File: src/design/svp_pkg.sv
package svp_pkg;

    localparam int ONE_Q16          = 65536;
    localparam int EPS_Q16          = 66;
    localparam int SLICE_MIN_PER    = 64;
    localparam int SLICE_VALUE_SPAN = 16;

    localparam int STEP_W  = 21;
    localparam int GAIN_W  = 16;
    localparam int MUL_A_W = 33;
    localparam int MUL_B_W = 17;
    localparam int MUL_P_W = MUL_A_W + MUL_B_W + 1;
    localparam int MIX_MAX = 131071;
    localparam int MIX_MIN = -131072;

    localparam logic [1:0] MODE_WRITE   = 2'd0;
    localparam logic [1:0] MODE_TRIGGER = 2'd1;
    localparam logic [1:0] MODE_TICK    = 2'd2;

    localparam logic REG_SAMPLE_LENGTH = 1'b0;
    localparam logic REG_SLICE_MODE    = 1'b1;

    typedef struct packed {
        logic [1:0]         mode;
        logic [16:0]        address;
        logic signed [15:0] sample_word;
        logic [3:0]         slice_value;
        logic [19:0]        rate;
        logic [15:0]        amplitude;
    } item_t;

    typedef struct packed {
        logic signed [17:0] mixed_sample;
        logic [3:0]         voices_active;
    } mix_t;

    typedef struct packed {
        logic load;
        logic advance;
        logic halt;
    } svp_vb_ctl_t;

endpackage

File: src/design/svp_voice_bank.sv
module svp_voice_bank
    import svp_pkg::*;
#(
    parameter int VOICE_COUNT = 4,
    parameter int POS_W = 35,
    localparam int VIDX_W = (VOICE_COUNT > 1) ? $clog2(VOICE_COUNT) : 1
)
(
    input  logic                     clk,
    input  logic                     rst_n,
    input  svp_vb_ctl_t              ctl,
    input  logic [VIDX_W-1:0]        wr_idx,
    input  logic [VIDX_W-1:0]        rd_idx,
    input  logic signed [POS_W-1:0]  load_pos,
    input  logic signed [STEP_W-1:0] load_step,
    input  logic signed [POS_W-1:0]  load_end,
    input  logic [GAIN_W-1:0]        load_gain,
    input  logic signed [POS_W-1:0]  limit,
    output logic                     on,
    output logic signed [POS_W-1:0]  pos,
    output logic [GAIN_W-1:0]        gain,
    output logic                     stop
);

    logic                     on_reg   [VOICE_COUNT];
    logic signed [POS_W-1:0]  pos_reg  [VOICE_COUNT];
    logic signed [STEP_W-1:0] step_reg [VOICE_COUNT];
    logic signed [POS_W-1:0]  end_reg  [VOICE_COUNT];
    logic [GAIN_W-1:0]        gain_reg [VOICE_COUNT];

    logic signed [STEP_W-1:0] step;
    logic signed [POS_W-1:0]  end_pos;
    logic signed [POS_W-1:0]  pos_next;
    logic                     passed;

    assign on      = on_reg[rd_idx];
    assign pos     = pos_reg[rd_idx];
    assign step    = step_reg[rd_idx];
    assign end_pos = end_reg[rd_idx];
    assign gain    = gain_reg[rd_idx];

    // end point passed in the direction of travel
    assign passed   = (step > 0) ? (pos > end_pos) : (pos < end_pos);
    assign stop     = (pos < 0) || (pos >= limit) || passed;
    assign pos_next = pos + POS_W'(step);

    always_ff @(posedge clk or negedge rst_n)
    begin
        if (!rst_n)
        begin
            for (int i = 0; i < VOICE_COUNT; i++)
            begin
                on_reg[i] <= 1'b0;
            end
        end
        else
        begin
            if (ctl.halt)
            begin
                on_reg[rd_idx] <= 1'b0;
            end
            if (ctl.load)
            begin
                on_reg[wr_idx] <= 1'b1;
            end
        end
    end

    always_ff @(posedge clk)
    begin
        if (ctl.advance)
        begin
            pos_reg[rd_idx] <= pos_next;
        end
        if (ctl.load)
        begin
            pos_reg[wr_idx]  <= load_pos;
            step_reg[wr_idx] <= load_step;
            end_reg[wr_idx]  <= load_end;
            gain_reg[wr_idx] <= load_gain;
        end
    end

endmodule

File: config.mk
export PLATFORM = sky130hd
export DESIGN_NAME = svp_voice_bank
export DESIGN_NICKNAME = d
export VERILOG_FILES = /design/src/design/svp_pkg.sv /design/src/design/svp_voice_bank.sv
export SDC_FILE = /design/constraint.sdc
export NUM_CORES = 1
export LEC_CHECK = 0
export ABC_CLOCK_PERIOD_IN_PS = 10710
export CORE_UTILIZATION = 45
export CTS_BUF_LIST = sky130_fd_sc_hd__clkbuf_4 sky130_fd_sc_hd__clkbuf_8
export CTS_CLUSTER_DIAMETER = 50
export DETAILED_ROUTE_END_ITERATION = 8
export DONT_BUFFER_PORTS = 1
export PLACE_DENSITY = 0.62
export SYNTH_ARGS = -nofsm -noshare
export SYNTH_HDL_FRONTEND = slang
export SYNTH_SLANG_ARGS = --single-unit
File: constraint.sdc
create_clock -name clk -period 10.71 [get_ports clk]
set_input_delay 2.142 -clock clk [delete_from_list [all_inputs] [get_ports clk]]
set_output_delay 2.142 -clock clk [all_outputs]
set_load 0.01 [all_outputs]
==> impl_metrics.ini <==
[sta]
setup_viol = 0
tns_ns = 0
min_period_over_period_pct = 72.7
fin_crit_ns = 7.79
relSlewSlack_pct = 33.4
finalWorstSetupSlack_ns = 2.92
hold_ws_ns = 0.506
worst_pin_slew_ns = 0.992
hold_viol_final = 0
clock.fmax_ghz = 0.128
skew_ns = 0.0217
drv_slew = 0
grt_setup_unrepaired = false

[die]
die_w_microns = 219
start_util_pct = 45.5
rows = 79
die_area_sq_um = 47800
ioPinCount = 204
core_area_sq_um = 46500
chipHeight_microns = 219

[cells_and_area]
finalInstanceArea_sq_um = 23200
layout_common_cells = edfxtp_1, nand2_1, mux4_2
fin_nets = 1781
final_common_cell = edfxtp_1
antennaDiodeCount = 0
syn2layout_area_growth_pct = 10.0
fillerInstances = 3932
drive_above_1_share_pct = 18.2

[synthesis]
seq_area_frac_synth_pct = 61.3
synth_top_area_cell = edfxtp_1
yosys_warnings = 0
syn_area_per_cell_sq_um = 14.1
syn_area_sq_um = 21100
yosysUniqueCellTypes = 55
ys_ff_latch = 432
synth_edf_count = 428
synth_ff_type = edfxtp_1
postSynthCellCount = 1498
synth_area_leaders = edfxtp_1, mux4_2, ha_1
yosysTopAreaCellShare_pct = 60.8
async_reset_ff_share_pct = 0.926
synth_fp_nets = 1754

[critical_path]
crit_arrival_ns = 5.65
r2r_slack_ns = 6.44
cp-end-kind = output pin
path_class = in -> out
cp_data_required_time_ns = 8.57
critPathMaxFanout = 112
cp-start-kind = input pin

[drt]
ant_nets = 0
drt_iter0_drc = 1071
dr_total_vias = 12800
drcViolationCount = 0
drt_pass1_iterations = 5
wl_per_cell_microns = 25.1
viasPerCell = 5.87
wl_microns = 54700

[placed_design]
place.detailed.hpwl_microns = 35200
place.gp.congestion = 0.910
io_buffers = 0
post-place-ws_ns = 3.12
placed_area_sq_um = 21800

[clocking]
cts_max_path_buffers = 3
cts-root-buf = clkbuf_8
post_cts_buffers = 0
clock_latency_ns = 0.64
numClockSinks = 432
ctsHoldBuffers = 0
h-tree-depth = 3
tritoncts = done
cts.repair.resized = 0
cts-buffers-inserted = 77
clk_pin_slew_ns = 0.05

[grt]
grt_max_degree = 114
antenna_found_initial = 5
gr-usage-all-layers_pct = 23.3
grt-ovfl-total = 0
grt_pass1_wl_microns = 80800
grt_pass1_vias = 12900

[pwr]
p_per_area_nw_per_um2 = 208
leakagePower_nw = 8.48
ir_drop_mv = 0.165

[run_status]
status = finished, final reports clean

[min_path]
worstHoldPathType = reg -> reg

[job]
drv_cap = 0
-- worst max-delay path, cell delays in order --
cell	delay [ns]
mux4_2	0.71
ha_1	0.36
nand4_1	0.14
or2_2	0.38
nor3_1	0.82
a221oi_1	0.18
o221ai_1	0.21
a21oi_1	0.15
mux2i_1	0.16
o211ai_1	0.19
-- final timing paths --
kind	to	depth (start not counted)	start
setup / recovery	stop	10	rd_idx[0]
hold / removal	on_reg[1]	2	on_reg[1]
max in group asynchronous	on_reg[1]	0	rst_n
setup reg to reg	pos_reg[2][34]	11	pos_reg[3][0]
hold reg to reg	on_reg[1]	2	on_reg[1]
min in group asynchronous	on_reg[0]	0	rst_n
-- routing by layer --
metal  up-vias  wire length [microns]  GRT usage [%]
met5         -                     58              0
met4        10                   2390           12.0
met3       129                   4840           7.49
met2       481                  24900           35.0
met1      6399                  22500           30.2
li1       5785                      -              -
-- kinds of logic after synthesis --
group                      count (synthesis)  share of synthesized area (%)
AOI/OAI and AO/OA                        237                           6.87
muxes                                    143                           13.4
and+or+nand+nor                          403                           8.19
DFF                                      432                           61.3
xor gates and xnor gates                  30                           1.24
adders and majority gates                105                           6.25
buffers and inverters                    148                           2.78
-- power by group --
part	internal, W	switching (W)
sequential	0.00212	0.0000354
combinational	0.000481	0.000720
clock	0.000835	0.000657
total	0.00343	0.00141
-- cell usage after synthesis (9+ instances only) --
| cell type | n |
|---|---|
| ha_1 | 104 |
| inv_1 | 84 |
| a21oi_1 | 82 |
| nand3_1 | 28 |
| nand4_1 | 19 |
| mux2_2 | 33 |
| a21o_1 | 24 |
| xnor2_1 | 22 |
| nand2_1 | 245 |
| edfxtp_1 | 428 |
| o21ai_0 | 61 |
| o211ai_1 | 9 |
| mux4_2 | 108 |
| nor4_1 | 10 |
| nor3_1 | 13 |
| clkbuf_1 | 40 |
| nor2_1 | 56 |
| nand2b_1 | 10 |
| buf_1 | 14 |
-- metrics by stage --
step / instances / utilization, % / total power, W
2_1_floorplan: 1498 / - / 0.00309
3_5_place_dp: 2053 / 46.9 / 0.00338
5_1_grt: 2181 / 50.0 / 0.00511
6_report: 2181 / 50.0 / 0.00485
4_1_cts: 2181 / 50.0 / 0.00488
3_3_place_gp: 2053 / 46.9 / 0.00335
-- final cells by class --
cell class / instances / area, sq um / area share, %
Sequential cell: 432 / 13000 / 55.7
Inverter: 84 / 325 / 1.40
Multi-Input combinational cell: 918 / 7640 / 32.9
Timing Repair Buffer: 12 / 90.1 / 0.388
Tap cell: 607 / 759 / 3.27
Clock buffer: 100 / 1260 / 5.41
Clock inverter: 28 / 219 / 0.942
Power figures use the tool's default switching activity.
