## src/design/svp_pkg.sv

```systemverilog
package svp_pkg;

    localparam int ONE_Q16          = 65536;
    localparam int EPS_Q16          = 66;
    localparam int SLICE_MIN_PER    = 64;
    localparam int SLICE_VALUE_SPAN = 16;

    localparam int STEP_W  = 21;
    localparam int GAIN_W  = 16;
    localparam int MUL_A_W = 33;
    localparam int MUL_B_W = 17;
    localparam int MUL_P_W = MUL_A_W + MUL_B_W + 1;
    localparam int MIX_MAX = 131071;
    localparam int MIX_MIN = -131072;

    localparam logic [1:0] MODE_WRITE   = 2'd0;
    localparam logic [1:0] MODE_TRIGGER = 2'd1;
    localparam logic [1:0] MODE_TICK    = 2'd2;

    localparam logic REG_SAMPLE_LENGTH = 1'b0;
    localparam logic REG_SLICE_MODE    = 1'b1;

    typedef struct packed {
        logic [1:0]         mode;
        logic [16:0]        address;
        logic signed [15:0] sample_word;
        logic [3:0]         slice_value;
        logic [19:0]        rate;
        logic [15:0]        amplitude;
    } item_t;

    typedef struct packed {
        logic signed [17:0] mixed_sample;
        logic [3:0]         voices_active;
    } mix_t;

    typedef struct packed {
        logic load;
        logic advance;
        logic halt;
    } svp_vb_ctl_t;

endpackage

```

## src/design/svp_mult.sv

```systemverilog
module svp_mult
    import svp_pkg::*;
(
    input  logic                      clk,
    input  logic signed [MUL_A_W-1:0] a,
    input  logic [MUL_B_W-1:0]        b,
    output logic signed [MUL_P_W-1:0] prod
);

    logic signed [MUL_P_W-1:0] prod_reg;
    logic signed [MUL_P_W-1:0] prod_next;

    assign prod_next = a * $signed({1'b0, b});

    always_ff @(posedge clk)
    begin
        prod_reg <= prod_next;
    end

    assign prod = prod_reg;

endmodule

```

## config.mk

```make
export PLATFORM = sky130hd
export DESIGN_NAME = svp_mult
export DESIGN_NICKNAME = d
export VERILOG_FILES = /design/src/design/svp_pkg.sv /design/src/design/svp_mult.sv
export SDC_FILE = /design/constraint.sdc
export NUM_CORES = 1
export LEC_CHECK = 0
export BUFFER_PORTS_ARGS = -buffer_cell sky130_fd_sc_hd__buf_2
export CAP_MARGIN = 20
export CORE_UTILIZATION = 50
export DETAILED_ROUTE_END_ITERATION = 10
export PLACE_DENSITY = 0.7
export SLEW_MARGIN = 20
export SYNTH_ARGS = -nofsm -noshare
export SYNTH_HDL_FRONTEND = slang
export SYNTH_SLANG_ARGS = --single-unit
```

## constraint.sdc

```tcl
create_clock -name clk -period 6.8 [get_ports clk]
set_clock_uncertainty 0.1 [all_clocks]
set_input_delay 1.02 -clock clk [delete_from_list [all_inputs] [get_ports clk]]
set_output_delay 1.02 -clock clk [all_outputs]
set_load 0.02 [all_outputs]
```

==> flow_summary.json, run 1 <==
{
  "setup_ws_ps": -111.3,
  "yosys.cell_types.count": 51,
  "grt_overflow": 0,
  "syn-cell-area_mm2": 0.02041,
  "layout_commonest_cell": "inv_1",
  "final.period_utilization_pct": 101.6,
  "drt-total-wl_um": 54090,
  "hpwl_um": 46450,
  "portBuffers": 101,
  "dr_total_vias": 15820,
  "async_flop_share_pct": 0,
  "status": "complete, but fails checks",
  "maxCapViolCount": 0,
  "layout_common_cells": "inv_1 (601), fa_1 (527), nand2_1 (377)",
  "tightest_slew_ps": 566.2,
  "critical_path_required_ps": 6970,
  "path_clk_slew_ps": 80,
  "rsz0062_at_grt": "yes",
  "clockBufferDepth": 2,
  "ios": 102,
  "fp.dieArea_mm2": 0.04163,
  "viasPerCell": 5.077,
  "slew-limit-headroom_pct": 62.09,
  "drtIter0Drc": 901,
  "die_w_um": 204.0,
  "yosysWarnings": 0,
  "hold_viol": 0,
  "largest_reg_flops": 51,
  "fillCellCount": 3402,
  "drt_first_pass_iters": 6,
  "holdBufCountCts": 0,
  "critPathMaxFanout": 6,
  "grt_pass1_vias": 17950,
  "final.min_clock_period_ps": 6911,
  "synth_cells": 2257,
  "hold_path_class": "in -> reg",
  "start_util_pct": 51.01,
  "cts_tree": "done",
  "hp-start": "a[0]",
  "drive_above_1_share_pct": 19.54,
  "tns_ps": -285.9,
  "setup_viol": 5,
  "fmax_mhz": 144.7,
  "place_congestion": 0.9140,
  "crit_path_max_incr_delay_ps": 550,
  "cts_buffers": 5,
  "whs_path_depth": 2,
  "nets": 3296,
  "crit_arrival_ps": 7080,
  "grt_max_degree": 26,
  "syn_avg_cell_area_um2": 9.042,
  "final_util_pct": 61.03,
  "synthFlopType": "dfxtp_1",
  "syn-num-nets": 2964,
  "coreArea_mm2": 0.04001,
  "area_delta_synth_final_pct": 19.64,
  "worstSetupEndpointType": "flop",
  "grt.total_usage_pct": 27.94,
  "ys_seq_area_share_pct": 5.003,
  "cts-root-buf": "clkbuf_16",
  "path_class": "in -> reg",
  "postRouteAntennaNets": 0,
  "critical-path-slowest-cell": "fa_1",
  "antenna_found_initial": 2,
  "drc_errors": 0,
  "die_y_um": 204.0,
  "critPathLaunchType": "input pin",
  "crit_top_cell": "fa_1",
  "rows": 73,
  "violations": "setup timing",
  "final_max_slew_viol_count": 0,
  "hold_end": "prod[0]",
  "synth_seq_cells": 51,
  "wl_per_cell_um": 17.36,
  "htreeDepth": 2,
  "cts_sinks": 51,
  "grt_pass1_wl_um": 89590,
  "synth_edf_count": 0
}
## final cells by class
class | instances | area (um^2) | share of cell area (%)
diodes | 2 | 5.005 | 0.02050
clock buffers | 6 | 128.9 | 0.5278
clock inverters | 1 | 30.03 | 0.1230
inverters | 612 | 2297 | 9.409
multi-input cells | 1502 | 17090 | 69.98
flip-flops and latches | 51 | 1021 | 4.182
well taps | 525 | 656.9 | 2.690
repair buffers | 417 | 3192 | 13.07
## routing by layer
metal	routed length [um]	track usage (%)	share of wire, %	up-vias
met1	20400	32.89	38	8097
met2	28270	50.11	52	503
met4	2256	12.29	4.2	2
met3	3148	4.544	5.8	118
met5	13	0	0.024	-
li1	-	-	-	7100
## repair_timing
action,in CTS,in global routing
pin swaps,18,69
setup endpoints to repair,22,22
gates resized for setup,49,99
setup buffers,19,10
gates cloned,0,1
## Yosys cell counts, types with 3 or more instances
library cell  number  area share [%]
a21oi_2            3            0.13
xnor2_1           28             1.2
xor2_1            23            0.99
clkbuf_1          92             1.7
nand2b_1           4            0.12
ha_1             120             7.4
nand3_1            9            0.22
o211ai_1           3            0.11
o31ai_1            4            0.15
fa_1             536              53
dfxtp_1           51             5.0
o21a_1             5            0.18
and2_1           212             6.5
nand2_1          380             7.0
nor2_1            16            0.29
o21bai_1           7            0.26
a21o_1            29             1.1
a21oi_1           45             1.1
o21ai_1            8            0.20
inv_1            612              11
o21ai_0           15            0.37
nor2b_1            8            0.25
a31oi_1            3           0.092
and3_1             3           0.092
nand4_1            8            0.25
a211o_1            3            0.13
## worst max-delay path, delay by kind of cell
kind,cells,cell delay [ps]
fa+ha+maj,7,3200
compound gates,7,1640
buf+inv,9,710
simple gates,3,350
xor+xnor,1,130
## cell families after synthesis
kind of cell,after synthesis,synth area share [%]
xor gates and xnor gates,51,2.189
DFF,51,5.003
adders and majority gates,656,59.94
buffers and inverters,704,12.95
and+or+nand+nor,650,15.08
AOI/OAI and AO/OA,145,4.850
## worst max path at each step
stage	startpoint	cells after the start	endpoint	slack, ps
2_1_floorplan	a[8]	23	prod[48]	6
6_report	a[5]	27	prod[50]	-110
3_3_place_gp	b[3]	23	prod[43]	-710
3_5_place_dp	b[3]	25	prod[48]	-820
4_1_cts	b[6]	27	prod[46]	-100
5_1_grt	b[3]	26	prod[50]	-290
## stage by stage
stage / hold WS, ps / cell area, um^2 / worst slack [ps] / cells
floorplan: 1042 / 20420 / 6.185 / 2257
global placement: 1335 / 23510 / -709.1 / 3081
detailed placement: 1336 / 23510 / -821.2 / 3081
CTS: 979.1 / 23990 / -98.87 / 3107
global route: 985.0 / 24410 / -286.7 / 3115
finish: 994.5 / 24420 / -111.3 / 3116
Power of run 1 is left out: the tool's default activity adds up to more than one toggle a clock period on the data nets, which glitch-free logic cannot reach.
==> inputs of run 2 (changes only) <==
--- a/config.mk
+++ b/config.mk
@@ -9,7 +9,7 @@
 export CAP_MARGIN = 20
 export CORE_UTILIZATION = 50
 export DETAILED_ROUTE_END_ITERATION = 10
-export PLACE_DENSITY = 0.7
+export PLACE_DENSITY = 0.67
 export SLEW_MARGIN = 20
 export SYNTH_ARGS = -nofsm -noshare
 export SYNTH_HDL_FRONTEND = slang
==> constraint.sdc (replaced) <==
create_clock -name clk -period 6.9 [get_ports clk]
set_clock_uncertainty 0.1 [all_clocks]
set_input_delay 1.035 -clock clk [delete_from_list [all_inputs] [get_ports clk]]
set_output_delay 1.035 -clock clk [all_outputs]
set_load 0.02 [all_outputs]
==> run 2 against run 1 <==
Compared with the run above:
- the flow now finishes without violations
- sequential share of layout area about the same
- worst setup slack improved by 170 ps
- final area shrank 0.82%
- count of clock-buffer cells in the layout unchanged
- sequential cell count is the same
- critical endpoint is now prod[47]
==> flow_summary.json, run 2 (same netlist as run 1, synthesis figures left out) <==
{
  "worstSetupEndpointType": "flop",
  "clockBufferDepth": 2,
  "wl_per_cell_um": 17.46,
  "dr_total_vias": 15620,
  "hold_path_class": "in -> reg",
  "setup_viol": 0,
  "path_clk_slew_ps": 80,
  "htreeDepth": 2,
  "nets": 3268,
  "place_congestion": 0.9209,
  "tns_ps": 0,
  "die_y_um": 204.0,
  "drc_errors": 0,
  "layout_commonest_cell": "inv_1",
  "fp.dieArea_mm2": 0.04163,
  "path_class": "in -> reg",
  "dpl_cell_area_mm2": 0.02354,
  "cts_buffers": 5,
  "postRouteAntennaNets": 0,
  "ios": 102,
  "hp-start": "b[0]",
  "rsz0062_at_grt": "yes",
  "cts-root-buf": "clkbuf_16",
  "drt-total-wl_um": 53920,
  "largest_reg_flops": 51,
  "drive_above_1_share_pct": 18.66,
  "die_w_um": 204.0,
  "critical_path_required_ps": 7040,
  "fmax_mhz": 146.2,
  "rows": 73,
  "portBuffers": 101,
  "grt_overflow": 0,
  "critPathMaxFanout": 4,
  "critPathLaunchType": "input pin",
  "cts_tree": "done",
  "grt_pass1_vias": 18010,
  "drt_first_pass_iters": 5,
  "tightest_slew_ps": 582.0,
  "dp.cells": 3071,
  "final_area_mm2": 0.02421,
  "viasPerCell": 5.060,
  "status": "completed",
  "final.period_utilization_pct": 99.12,
  "grt_max_degree": 34,
  "hpwl_um": 47580,
  "final.min_clock_period_ps": 6840,
  "drtIter0Drc": 751,
  "fin_cells": 3088,
  "layout_common_cells": "inv_1 (599), fa_1 (527), nand2_1 (378)",
  "maxCapViolCount": 0,
  "cts_sinks": 51,
  "hold_viol": 0,
  "hold_end": "prod[0]",
  "start_util_pct": 51.01,
  "slew-limit-headroom_pct": 61.03,
  "crit_arrival_ps": 6980,
  "final_max_slew_viol_count": 0,
  "antenna_found_initial": 6,
  "whs_path_depth": 2,
  "grt.total_usage_pct": 28.36,
  "grt_pass1_wl_um": 90420,
  "area_delta_synth_final_pct": 18.65,
  "coreArea_mm2": 0.04001
}
-- run 2: timing repair --
action / 4_1_cts / 5_1_grt
hold buffers: 0 / 0
endpoints found under the hold margin: 0 / 0
resized for setup: 8 / 111
buffers inserted: 0 / 9
setup endpoints to repair: 4 / 17
pin swaps: 1 / 70
-- run 2: worst max path at each step --
stage	depth (start not counted)	startpoint	slack, ps	endpoint
2_1_floorplan	23	a[10]	30	prod[48]
3_3_place_gp	22	b[3]	-430	prod[31]
3_5_place_dp	25	b[4]	-420	prod[44]
4_1_cts	27	b[4]	-20	prod[44]
5_1_grt	27	b[8]	-180	prod[47]
6_report	27	b[8]	60	prod[47]
-- run 2: routing by layer --
layer | vias to the layer above | GRT usage [%] | share of wire, %
li1 | 7043 | - | -
met1 | 8001 | 32.69 | 38
met2 | 426 | 51.69 | 53
met3 | 144 | 3.683 | 4.5
met4 | 10 | 13.91 | 5.1
met5 | - | 0 | 0.13
-- run 2: worst max-delay path, stage by stage --
cell      delay (ps)
buf_12           110
buf_12           120
and2_4           150
fa_1             570
inv_2             50
fa_1             530
inv_2             50
fa_1             580
fa_1             460
fa_1             540
inv_2             40
fa_1             510
inv_2             50
ha_4             150
buf_6            110
a21o_1           160
nand2_1           90
nand3b_1         150
o32ai_2          300
a31oi_1           90
a21oi_1          180
buf_4            170
o21ai_4           70
a221oi_2         300
buf_4            180
o21ai_2           60
xor2_1           160
-- run 2: area by class of cell --
cell class	count	area, um^2
multi-input cells	1502	17080
fillers	3463	15790
repair buffers	389	3000
inverters	612	2297
flip-flops and latches	51	1021
well taps	525	656.9
clock buffers	6	138.9
clock inverters	2	13.76
diodes	1	2.502
-- run 2: through the flow --
step | util (%) | hold slack (ps) | setup slack, ps
2_1_floorplan | - | 1057 | 26.36
3_3_place_gp | 58.84 | 1351 | -425.1
3_5_place_dp | 58.84 | 1349 | -424.6
4_1_cts | 59.30 | 1009 | -15.98
5_1_grt | 60.53 | 1021 | -178.9
6_report | 60.53 | 1025 | 60.42
Power of run 2 is left out for the same reason.
==> inputs of run 3 (changes only) <==
--- a/config.mk
+++ b/config.mk
@@ -5,7 +5,7 @@
 export SDC_FILE = /design/constraint.sdc
 export NUM_CORES = 1
 export LEC_CHECK = 0
-export BUFFER_PORTS_ARGS = -buffer_cell sky130_fd_sc_hd__buf_2
+export BUFFER_PORTS_ARGS = -buffer_cell sky130_fd_sc_hd__clkbuf_2
 export CAP_MARGIN = 20
 export CORE_UTILIZATION = 50
 export DETAILED_ROUTE_END_ITERATION = 10
==> run 3 against run 2 <==
Compared with the run above:
- critical path depth is 1 lower
- fmax is 0.66% higher
- wire length barely moved
- cell count is 0.49% higher
- first-iteration DRC count grew 13%
- via count increased by 0.42%
- largest cell class unchanged
==> flow_summary.json, run 3 (same netlist as run 1, synthesis figures left out) <==
{
  "coreArea_mm2": 0.04001,
  "met3_usage_pct": 3.157,
  "grt_pass1_wl_um": 91450,
  "path_clk_slew_ps": 80,
  "tightest_slew_ps": 602.5,
  "drt_first_pass_iters": 6,
  "drive_above_1_share_pct": 18.15,
  "cts_buffers": 5,
  "cts_sinks": 51,
  "final_max_slew_viol_count": 0,
  "drtIter0Drc": 850,
  "path_class": "in -> reg",
  "hold_viol": 0,
  "hold_path_class": "in -> reg",
  "critPathMaxFanout": 10,
  "postRouteAntennaNets": 0,
  "clockBufferDepth": 2,
  "wl_per_cell_um": 17.38,
  "fmax_mhz": 147.2,
  "antennaDiodeCount": 0,
  "setup_ws_ps": 105.2,
  "drt-total-wl_um": 53920,
  "final.period_utilization_pct": 98.48,
  "crit_path_max_incr_delay_ps": 560,
  "fin_cells": 3103,
  "dr_total_vias": 15690,
  "critPathCapture": "prod[47]",
  "holdBufCountCts": 0,
  "ios": 102,
  "maxCapViolCount": 0,
  "layout_common_cells": "inv_1 (607), fa_1 (534), nand2_1 (379)",
  "antenna_found_initial": 0,
  "grtUsageMet2_pct": 51.80,
  "dp.cells": 3089,
  "final.min_clock_period_ps": 6795,
  "htreeDepth": 2,
  "crit_cells": 26,
  "cts_tree": "done",
  "grt_busiest_layer": "met2",
  "grt_max_degree": 34,
  "place_congestion": 0.8926,
  "drc_errors": 0,
  "critPathBufInv": 8,
  "rsz0062_at_grt": "yes",
  "largest_reg_flops": 51,
  "cts-root-buf": "clkbuf_16",
  "critical-path-slowest-cell": "fa_1",
  "cpLargestDelayFamily": "adder cells",
  "viasPerCell": 5.056,
  "holdWs_ps": 1096,
  "crit_start": "b[5]",
  "status": "completed",
  "area_delta_synth_final_pct": 18.49,
  "start_util_pct": 51.01,
  "fp.dieArea_mm2": 0.04163,
  "rows": 73,
  "grt_overflow": 0,
  "critical_path_required_ps": 7030,
  "layout_commonest_cell": "inv_1",
  "worstSetupEndpointType": "flop",
  "grt_pass1_vias": 18050,
  "grt.total_usage_pct": 28.60,
  "crit_top_cell": "fa_1",
  "nets": 3284,
  "die_y_um": 204.0,
  "critPathLaunchType": "input pin",
  "slew-limit-headroom_pct": 59.56,
  "die_w_um": 204.0,
  "portBuffers": 101,
  "crit_arrival_ps": 6930,
  "setup_viol": 0,
  "hpwl_um": 47680,
  "met1_usage_pct": 34.21,
  "dp_slack_ps": -589.8
}
[run 3: per-stage QoR]
stage               util [%]  TNS, ps  instance area [um^2]
floorplan                  -        0                 20410
detailed placement     59.09    -7208                 23640
global route           60.45   -680.6                 24180
finish                 60.45        0                 24180
global placement       59.09    -6101                 23640
CTS                    59.66        0                 23870
[run 3: area by class of cell]
cell class	count	area, um^2
fill	3443	15820
clock buffer	6	138.9
tap	525	656.9
multi-input combinational	1502	16980
sequential	51	1021
timing repair buffer	405	3079
clock inverter	2	13.76
inverter	612	2297
[run 3: how the worst min path moves through the flow]
stage	end	slack, ps	cells after the start	from
CTS	prod[0]	1090	2	b[0]
detailed placement	prod[19]	1350	1	prod[19]
floorplan	prod[0]	1060	1	b[0]
global placement	prod[20]	1350	1	prod[20]
global route	prod[0]	1110	2	b[0]
finish	prod[0]	1100	2	b[0]
[run 3: what timing repair did]
item / CTS / global route
endpoints found under the setup margin: 10 / 17
resized for setup: 21 / 74
pin swaps: 8 / 52
buffers inserted: 0 / 7
[run 3: metal layers]
layer | vias to the layer above | wire (um)
met5 | - | 0
met4 | 0 | 2413
met3 | 118 | 2296
met2 | 439 | 28280
met1 | 8056 | 20930
li1 | 7076 | -
Power of run 3 is left out for the same reason.
